<file path="src/rtl/core/ratnorm_pkg.sv">
// ratnorm_pkg: shared types for the rational normalizer
// command and status bundles between controller and datapath; no dependencies

package ratnorm_pkg;

	// operand pair fed to the shared divider
	typedef enum logic [1:0] {
		DIV_GCD = 2'd0,
		DIV_NUM = 2'd1,
		DIV_DEN = 2'd2
	} div_sel_t;

	// controller to datapath
	typedef struct packed {
		logic     load;
		logic     div_start;
		div_sel_t sel;
		logic     gcd_step;
		logic     rn_take;
		logic     out_load;
	} cmd_t;

	// datapath to controller
	typedef struct packed {
		logic special;
		logic b_zero;
		logic div_done;
	} status_t;

endpackage

</file>
<file path="src/rtl/core/ratnorm_div.sv">
// ratnorm_div: restoring unsigned divider, one quotient bit per cycle
// standalone; used by ratnorm_dp

module ratnorm_div #(
	parameter int WIDTH = 32
) (
	input  logic             clk,
	input  logic             arst_n,
	input  logic             start,
	input  logic [WIDTH-1:0] dividend,
	input  logic [WIDTH-1:0] divisor,
	output logic             done,
	output logic [WIDTH-1:0] quot,
	output logic [WIDTH-1:0] rem
);

	localparam int CW = $clog2(WIDTH + 1);

	logic [WIDTH:0]   rem_q;
	logic [WIDTH-1:0] quo_q;
	logic [WIDTH-1:0] dvs_q;
	logic [CW-1:0]    cnt_q;
	logic             busy_q;
	logic             done_q;

	logic [WIDTH:0]   rem_sh;
	logic [WIDTH+1:0] diff;
	logic             ge;

	always_comb begin
		rem_sh = {rem_q[WIDTH-1:0], quo_q[WIDTH-1]};
		diff   = {1'b0, rem_sh} - {2'b00, dvs_q};
		ge     = ~diff[WIDTH+1];
	end

	always_ff @(posedge clk or negedge arst_n) begin
		if (!arst_n) begin
			busy_q <= 1'b0;
			done_q <= 1'b0;
			cnt_q  <= '0;
		end else begin
			done_q <= 1'b0;
			if (start) begin
				busy_q <= 1'b1;
				cnt_q  <= CW'(WIDTH);
			end else if (busy_q) begin
				cnt_q <= cnt_q - 1'b1;
				if (cnt_q == CW'(1)) begin
					busy_q <= 1'b0;
					done_q <= 1'b1;
				end
			end
		end
	end

	always_ff @(posedge clk) begin
		if (start) begin
			rem_q <= '0;
			quo_q <= dividend;
			dvs_q <= divisor;
		end else if (busy_q) begin
			rem_q <= ge ? diff[WIDTH:0] : rem_sh;
			quo_q <= {quo_q[WIDTH-2:0], ge};
		end
	end

	assign done = done_q;
	assign quot = quo_q;
	assign rem  = rem_q[WIDTH-1:0];

endmodule

</file>
<file path="src/rtl/core/ratnorm_dp.sv">
// ratnorm_dp: datapath of the rational normalizer
// magnitudes, euclid registers, shared divider and result register; uses ratnorm_pkg, ratnorm_div

module ratnorm_dp #(
	parameter int WIDTH = 32
) (
	input  logic                clk,
	input  logic                arst_n,
	input  ratnorm_pkg::cmd_t   cmd,
	output ratnorm_pkg::status_t sts,
	input  logic [WIDTH-1:0]    num_in,
	input  logic [WIDTH-1:0]    den_in,
	output logic [WIDTH-1:0]    num_out,
	output logic [WIDTH-2:0]    den_out,
	output logic                zero_den_error
);

	logic [WIDTH-1:0] nmag_q, dmag_q, a_q, b_q, rn_q;
	logic             neg_q, err_q, zero_q;
	logic [WIDTH-1:0] n_mag, d_mag;
	logic [WIDTH-1:0] dvd, dvs, quot, rem;
	logic             div_done;
	logic [WIDTH-1:0] num_r_q;
	logic [WIDTH-2:0] den_r_q;
	logic             err_r_q;

	assign n_mag = num_in[WIDTH-1] ? (~num_in + 1'b1) : num_in;
	assign d_mag = den_in[WIDTH-1] ? (~den_in + 1'b1) : den_in;

	always_comb begin
		case (cmd.sel)
			ratnorm_pkg::DIV_GCD: begin
				dvd = a_q;
				dvs = b_q;
			end
			ratnorm_pkg::DIV_NUM: begin
				dvd = nmag_q;
				dvs = a_q;
			end
			ratnorm_pkg::DIV_DEN: begin
				dvd = dmag_q;
				dvs = a_q;
			end
			default: begin
				dvd = a_q;
				dvs = b_q;
			end
		endcase
	end

	ratnorm_div #(.WIDTH(WIDTH)) u_div (
		.clk      (clk),
		.arst_n   (arst_n),
		.start    (cmd.div_start),
		.dividend (dvd),
		.divisor  (dvs),
		.done     (div_done),
		.quot     (quot),
		.rem      (rem)
	);

	always_ff @(posedge clk) begin
		if (cmd.load) begin
			nmag_q <= n_mag;
			dmag_q <= d_mag;
			a_q    <= n_mag;
			b_q    <= d_mag;
			neg_q  <= num_in[WIDTH-1] ^ den_in[WIDTH-1];
			err_q  <= (d_mag == '0);
			zero_q <= (n_mag == '0);
		end else if (cmd.gcd_step) begin
			a_q <= b_q;
			b_q <= rem;
		end
		if (cmd.rn_take)
			rn_q <= quot;
	end

	// result register: 0/1 for a zero numerator or denominator; saturate magnitudes of 2^(WIDTH-1) where they do not fit
	always_ff @(posedge clk) begin
		if (cmd.out_load) begin
			if (err_q || zero_q) begin
				num_r_q <= '0;
				den_r_q <= (WIDTH-1)'(1);
				err_r_q <= err_q;
			end else begin
				den_r_q <= quot[WIDTH-1] ? {(WIDTH-1){1'b1}} : quot[WIDTH-2:0];
				if (neg_q)
					num_r_q <= ~rn_q + 1'b1;
				else
					num_r_q <= rn_q[WIDTH-1] ? {1'b0, {(WIDTH-1){1'b1}}} : rn_q;
				err_r_q <= 1'b0;
			end
		end
	end

	assign sts.special  = err_q | zero_q;
	assign sts.b_zero   = (b_q == '0);
	assign sts.div_done = div_done;

	assign num_out        = num_r_q;
	assign den_out        = den_r_q;
	assign zero_den_error = err_r_q;

endmodule

</file>
<file path="src/rtl/core/ratnorm_ctrl.sv">
// ratnorm_ctrl: sequencer of the rational normalizer
// runs euclid steps and the two reducing divisions, owns out_valid; uses ratnorm_pkg

module ratnorm_ctrl (
	input  logic                 clk,
	input  logic                 arst_n,
	input  logic                 in_valid,
	output logic                 in_ready,
	output logic                 out_valid,
	input  logic                 out_ready,
	input  ratnorm_pkg::status_t sts,
	output ratnorm_pkg::cmd_t    cmd
);

	typedef enum logic [2:0] {
		S_IDLE,
		S_CHECK,
		S_GCD_CHK,
		S_GCD_WAIT,
		S_NUM_WAIT,
		S_DEN_WAIT,
		S_OUT
	} state_t;

	state_t state_q;
	logic   out_valid_q;
	logic   out_free;

	assign in_ready  = (state_q == S_IDLE);
	assign out_valid = out_valid_q;
	assign out_free  = !out_valid_q || out_ready;

	always_comb begin
		cmd = '0;
		cmd.sel = ratnorm_pkg::DIV_GCD;
		case (state_q)
			S_IDLE: cmd.load = in_valid;
			S_GCD_CHK: begin
				cmd.div_start = 1'b1;
				cmd.sel = sts.b_zero ? ratnorm_pkg::DIV_NUM : ratnorm_pkg::DIV_GCD;
			end
			S_GCD_WAIT: cmd.gcd_step = sts.div_done;
			S_NUM_WAIT: begin
				cmd.rn_take   = sts.div_done;
				cmd.div_start = sts.div_done;
				cmd.sel       = ratnorm_pkg::DIV_DEN;
			end
			S_OUT: cmd.out_load = out_free;
			default: ;
		endcase
	end

	always_ff @(posedge clk or negedge arst_n) begin
		if (!arst_n) begin
			state_q     <= S_IDLE;
			out_valid_q <= 1'b0;
		end else begin
			// a new result wins over the hand-off of the old one
			if (state_q == S_OUT && out_free)
				out_valid_q <= 1'b1;
			else if (out_ready)
				out_valid_q <= 1'b0;
			case (state_q)
				S_IDLE: if (in_valid) state_q <= S_CHECK;
				S_CHECK: state_q <= sts.special ? S_OUT : S_GCD_CHK;
				S_GCD_CHK: state_q <= sts.b_zero ? S_NUM_WAIT : S_GCD_WAIT;
				S_GCD_WAIT: if (sts.div_done) state_q <= S_GCD_CHK;
				S_NUM_WAIT: if (sts.div_done) state_q <= S_DEN_WAIT;
				S_DEN_WAIT: if (sts.div_done) state_q <= S_OUT;
				S_OUT: begin
					if (out_free)
						state_q <= S_IDLE;
				end
				default: state_q <= S_IDLE;
			endcase
		end
	end

endmodule

</file>
<file path="src/rtl/core/rational_normalizer_unit.sv">
// rational_normalizer_unit: top level of the rational normalizer
// joins ratnorm_ctrl and ratnorm_dp; uses ratnorm_pkg
//
// usage notes
// - input channel: in_valid/in_ready with num_in, den_in (signed two's complement)
// - output channel: out_valid/out_ready with num_out (signed), den_out (positive),
//   zero_den_error; each accepted item gives exactly one result item
// - one item in flight; in_ready is high only while the sequencer is idle
// - zero numerator or zero denominator skips the divider and goes to the output register;
//   otherwise the item takes k euclid remainder steps and the two reducing divisions,
//   each a full pass of the shared one-bit-per-cycle divider
// - the sequencer goes back to idle when the result register loads; the next item
//   can be taken from then on
// - a finished result sits in the output register; the next item is accepted
//   while it waits, and that item's result is held back until the old one is taken
// - reset (arst_n low) clears the sequencer and out_valid at once

module rational_normalizer_unit #(
	parameter int WIDTH = 32
) (
	input  logic             clk,
	input  logic             arst_n,
	input  logic             in_valid,
	output logic             in_ready,
	input  logic [WIDTH-1:0] num_in,
	input  logic [WIDTH-1:0] den_in,
	output logic             out_valid,
	input  logic             out_ready,
	output logic [WIDTH-1:0] num_out,
	output logic [WIDTH-2:0] den_out,
	output logic             zero_den_error
);

	// command and status bundles between sequencer and datapath
	ratnorm_pkg::cmd_t    cmd;
	ratnorm_pkg::status_t sts;

	// sequencer: load, euclid loop, two reducing divisions, result hand-off
	ratnorm_ctrl u_ctrl (
		.clk       (clk),
		.arst_n    (arst_n),
		.in_valid  (in_valid),
		.in_ready  (in_ready),
		.out_valid (out_valid),
		.out_ready (out_ready),
		.sts       (sts),
		.cmd       (cmd)
	);

	// datapath: magnitudes, gcd registers, shared divider, saturating result register
	ratnorm_dp #(.WIDTH(WIDTH)) u_dp (
		.clk            (clk),
		.arst_n         (arst_n),
		.cmd            (cmd),
		.sts            (sts),
		.num_in         (num_in),
		.den_in         (den_in),
		.num_out        (num_out),
		.den_out        (den_out),
		.zero_den_error (zero_den_error)
	);

endmodule

</file>
<file path="config.mk">
export PLATFORM = sky130hd
export DESIGN_NAME = rational_normalizer_unit
export DESIGN_NICKNAME = d
export VERILOG_FILES = /design/src/rtl/core/ratnorm_pkg.sv /design/src/rtl/core/ratnorm_div.sv /design/src/rtl/core/ratnorm_dp.sv /design/src/rtl/core/ratnorm_ctrl.sv /design/src/rtl/core/rational_normalizer_unit.sv
export SDC_FILE = /design/constraint.sdc
export NUM_CORES = 1
export LEC_CHECK = 0
export BUFFER_PORTS_ARGS = -buffer_cell sky130_fd_sc_hd__buf_2
export CORE_MARGIN = 3
export CORE_UTILIZATION = 48
export DETAILED_ROUTE_END_ITERATION = 10
export HOLD_SLACK_MARGIN = 0.06
export PLACE_DENSITY = 0.67
export SYNTH_ARGS = -nofsm -noshare
export SYNTH_HDL_FRONTEND = slang
export SYNTH_HIERARCHICAL = 1
export SYNTH_SLANG_ARGS = --single-unit
</file>
<file path="constraint.sdc">
create_clock -name clk -period 5.3 [get_ports clk]
set_input_delay 1.06 -clock clk [delete_from_list [all_inputs] [get_ports clk]]
set_output_delay 1.06 -clock clk [all_outputs]
set_load 0.1 [all_outputs]
</file>
# Word level (Yosys, flattened, before mapping)
# Index checks and enable logic that the tools add are counted.
[classes] n_eq_ne=14 bitwise=6 reduce_logical=14 n_addsub=5 muxes=38
[ops] operator="$mux W32" n=11
[ops] operator="$add A32 B1 Y32 const B" n=3
[ops] operator="$logic_not A32 Y1" n=3
[ops] operator="$not A32 Y32" n=3
[ops] operator="$pmux W32 S2" n=1
[ops] operator="$mux W31" n=2
[ops] operator="$sub A33 B32 Y34" n=1
[ops] operator="$mux W3" n=7
[ops] operator="$pmux W3 S7" n=1
[ops] operator="$mux W1" n=13
[ops] operator="$mux W6" n=2
[ops] operator="$eq A3 B3 Y1 const B" n=3
[ops] operator="$ne A2 B1 Y1 const B" n=4
[ops] operator="$eq A3 B2 Y1 const B" n=2
[ops] operator="$eq A6 B1 Y1 const B" n=1
[ops] operator="$pmux W3 S2" n=1
[ops] operator="$reduce_bool A2 Y1" n=3
[ops] operator="$sub A6 B1 Y6 const B" n=1
[ops] operator="$reduce_and A5 Y1" n=1
[ops] operator="$reduce_or A2 Y1" n=2
[ops] operator="$eq A3 B1 Y1 const B" n=1
[ops] operator="$logic_not A3 Y1" n=1
[ops] operator="$eq A2 B1 Y1 const B" n=1
[ops] operator="$eq A2 B2 Y1 const B" n=1
[ops] operator="7 further kinds" n=8
[totals] regBits=335 out_inout_bits=66 word_cells=97 inputBits=68

# Longest topological paths before layout
[depth] depth_word=6 depth_mapped=13 ltp_nobuf=12

# Modules after synthesis
# Netlist, hierarchy kept.
[by_module_without_submodules] mod="ratnorm_dp" seq_area_each_um2=6816.5 n_inst=1 area_each_um2=11682.5 cells_per_inst=1024
[by_module_without_submodules] mod="ratnorm_div" seq_area_each_um2=2762.6 n_inst=1 area_each_um2=5980.7 cells_per_inst=581
[by_module_without_submodules] mod="ratnorm_ctrl" seq_area_each_um2=100.1 n_inst=1 area_each_um2=316.6 cells_per_inst=40

# Least setup slack after synthesis
# No wires, ideal clock.
[synth_path] kind="register to register" from="register u_ctrl.state_q[0]" to="register u_dp.a_q[0], enable pin" path_buffers=3 t_arrival_ns=6.006 setup_ns=0.394 stages_incl_launch_ff=7 period_less_slack_ns=6.400 required_ns=4.906 slack_ns=-1.100 path_cell_list="dfrtp_1 clkbuf_1 nor3_1 and2_1 clkbuf_1 clkbuf_1 or2_2"
[synth_rtl] item="from (decl)" line="ratnorm_ctrl.sv:25" rtl="state_t state_q;"
[synth_rtl] item="from (signal assigned)" line="ratnorm_ctrl.sv:65" rtl="S_CHECK: state_q <= sts.special ? S_OUT : S_GCD_CHK;"
[synth_rtl] item="from (signal assigned)" line="ratnorm_ctrl.sv:66" rtl="S_GCD_CHK: state_q <= sts.b_zero ? S_NUM_WAIT : S_GCD_WAIT;"
[synth_rtl] item="to (signal assigned)" line="ratnorm_dp.sv:66" rtl="a_q <= n_mag;"
[synth_rtl] item="to (signal assigned)" line="ratnorm_dp.sv:72" rtl="a_q <= b_q;"
[synth_rtl] item="to (decl)" line="ratnorm_dp.sv:18" rtl="logic [WIDTH-1:0] nmag_q, dmag_q, a_q, b_q, rn_q;"

==> flow_summary.toml <==
[logic_synthesis]
synth-seq-cells = 335
ys_types = 91
yosysTopAreaCell = "edfxtp_1"
synth_top_cell_area_share_pct = 48.6
syn-num-nets = 1753
avgSynthCellArea_sq_um = 10.9
synth_area_leaders = "edfxtp_1 (49%), mux2_2 (6.1%), nor2_1 (3.9%)"
ys_async_sr_fraction_pct = 3.58
ys_seq_area_share_pct = 53.8
postSynthCellCount = 1645
ys_warn_count = 6
syn_area_sq_um = 18000
synth_edf_count = 291
synthFlopType = "edfxtp_1"

[drt]
vias = 13800
routed_via_density = 6.15
finalWirelength_microns = 49800
drc = 0
drt_iter0_markers = 1687
routedWlPerCell_microns = 22.2
first_pass_iters = 6
postRouteAntennaNets = 0

[sta]
max_slew_margin_pct = 20.5
fmax_ghz = 0.257
setup_violations = 0
finalCriticalPeriod_ns = 3.89
final_min_period_over_clock_period_pct = 73.3
hold_violations = 0
clock_skew_ns = 0.0214
worst_slew_pin_slew_ns = 1.19
rsz0062_at_grt = "no"
tns_ns = 0
maxSlewViolCount = 0

[power]
p_leak_nw = 7.28
powerDensity_nw_per_um2 = 471
peakVddDrop_mv = 0.260

[place]
placed_area_sq_um = 19100
portBuffers = 133
place_hpwl_microns = 36000
place.gp.congestion = 0.970
dp.cells = 2178

[clock_tree]
cts-htree-levels = 2
cts_sinks = 335
clk_pin_slew_ns = 0.06
cts_resized = 0
cts_tree = "done"
insertion_delay_ns = 0.52
cts_buffers = 36
post_cts_buffers = 0
clock_path_buffers = 3
postCtsHoldBufs = 0
root_buffer = "clkbuf_16"

[critical_path]
start_kind = "register"
slowest_stage = "ha_2"
end_kind = "register"
critPathMaxStageDelay_ns = 0.80
path_delay_family = "simple AND/OR/NAND/NOR gates"
path_max_fanout = 34
reg2regPathDepth = 10
regToRegSetupSlack_ns = 1.41
crit_chain = "nor4_1 > nand4_1 > nor2_1 > inv_1 > nor3_1 > inv_1 > ha_2 > buf_4 > o21ai_0 > mux2_2"
critPathRequiredTime_ns = 5.57
arrival_ns = 4.15
setup.worst_path.class = "reg2reg"
r2r-start = "u_dp/b_q[26]"
rr_endpoint = "u_dp/u_div/quot[16]"
critPathBufInv = 3
crit_path_frequent_cell = "inv_1"

[final_layout]
area_delta_synth_final_pct = 12.4
nets = 1856
final_cell_area_sq_um = 20200
layout-drive-gt1-share_pct = 19.6
layout.filler_cells = 3164
n_antenna_cell = 0
layout.cells.non_filler = 2237
utilization_pct = 54.9

[global_routing]
track_usage_pct = 24.6
antenna_found_initial = 1
grt-busiest-layer = "met2"
grt_pass1_wl_microns = 75700
met2_usage_pct = 38.6
grt_max_degree = 83
use_met3_pct = 3.32
use_met1_pct = 35.2
grt_pass1_vias = 12900
globalRoute.totalOverflow = 0

[flow_run]
cap_violations = 0

[floorplan]
fp.dieH_microns = 200
dieArea_sq_um = 39800
start_util_pct = 48.9
dieWidth_microns = 200
ioPinCount = 134
rows = 70
design.core.area_sq_um = 36800

[min_path]
hp-class = "in2async"

[outcome]
outcome = "finished, final reports clean"
-- cells in the mapped netlist (35+ instances only) --
cell and n:
inv_1 87, xnor2_1 45, nor2_1 185, mux2_2 97
clkbuf_1 76, o21ai_0 99, ha_1 39, a21oi_1 80
nand3_1 35, nor3_1 39, xor2_1 44, edfxtp_1 291
nand2_1 92
-- cells by family (layout without fill, tap and decap cells) --
group | after synthesis | in the layout | synth area share, %
and+or+nand+nor | 512 | 512 | 14.1
AOI/OAI and AO/OA | 385 | 385 | 14.7
DFF | 335 | 335 | 53.8
buffers and inverters | 186 | 310 | 4.11
muxes | 98 | 98 | 6.13
xor gates and xnor gates | 89 | 89 | 4.34
adders and majority gates | 40 | 40 | 2.83
-- worst max-delay path by stage --
stage	end	cells after the start	slack [ns]	start
2_1_floorplan	u_dp/a_q[0]	6	0.50	u_ctrl/state_q[0]
3_3_place_gp	u_dp/err_q	10	1.32	den_in[0]
3_5_place_dp	u_dp/err_q	10	1.25	den_in[0]
4_1_cts	u_dp/u_div/quot[16]	10	1.52	u_dp/b_q[18]
5_1_grt	u_dp/u_div/quot[16]	10	1.26	u_dp/b_q[26]
6_report	u_dp/u_div/quot[16]	10	1.41	u_dp/b_q[26]
-- through the flow --
stage	worst slack (ns)	hold WS, ns	power (mW)
global placement	1.32	0.479	6.98
detailed placement	1.25	0.489	7.05
floorplan	0.502	0.439	6.04
global route	1.26	0.423	10.0
finish	1.41	0.414	9.51
CTS	1.52	0.401	9.49
-- per-layer routing --
metal	part of all wire, %	vias to the layer above
li1	-	6388
met1	43	6680
met2	46	610
met3	7.6	86
met4	3.4	0
met5	0	-
-- where the power goes --
group          switching, mW  internal [mW]
clock network          0.989           1.44
logic                   1.96           1.30
registers              0.424           3.39
total                   3.37           6.14
-- placed cells by master (no fill, tap or decap), types with 5 or more instances in the layout --
master / Yosys / final
buf_2: 9 / 133
o41ai_1: 10 / 10
ha_1: 39 / 37
or3_1: 24 / 24
nand2_1: 92 / 92
a22oi_1: 32 / 32
a21oi_1: 80 / 80
or2_2: 8 / 8
a311oi_1: 31 / 31
xnor2_1: 45 / 45
or4_1: 19 / 19
clkinv_1: 1 / 8
nor3b_1: 5 / 5
o21ai_0: 99 / 99
buf_4: 4 / 30
and3_1: 5 / 5
nand2b_1: 9 / 9
a41oi_1: 6 / 6
dfrtp_1: 12 / 12
a211o_1: 5 / 5
nor3_1: 39 / 38
clkbuf_1: 76 / 6
clkbuf_16: 0 / 38
dfxtp_1: 32 / 32
mux2_2: 97 / 97
o21bai_1: 5 / 5
nor2b_1: 9 / 8
nand4_1: 30 / 30
a211oi_1: 6 / 6
xor2_1: 44 / 44
o21a_1: 9 / 9
o31ai_1: 18 / 18
o211ai_1: 16 / 16
a21o_1: 13 / 13
inv_1: 87 / 87
a31oi_1: 6 / 6
edfxtp_1: 291 / 291
nand3_1: 35 / 35
nor4_1: 24 / 24
nor2_1: 185 / 183
-- sequential cells by signal, indices dropped and copies added (netlist names), 3 cells and up --
register and flops:
u_dp/a_q 32, u_dp/b_q 32, u_dp/dmag_q 32, u_dp/nmag_q 32, u_dp/num_out 32, u_dp/rn_q 32
u_dp/u_div/dvs_q 32, u_dp/u_div/quot 32, u_dp/u_div/rem_q 32, u_dp/den_out 31, u_dp/u_div/cnt_q 6, u_ctrl/state_q 3
-- area by class of cell --
type	instances	area [sq um]	share of cell area, %
Tap cell	468	586	2.90
Inverter	88	330	1.63
Clock inverter	15	155	0.768
Sequential cell	335	9680	47.9
Timing Repair Buffer	163	891	4.41
Clock buffer	44	973	4.82
Multi-Input combinational cell	1124	7590	37.6
No activity file was read; power rests on OpenSTA's default activity.
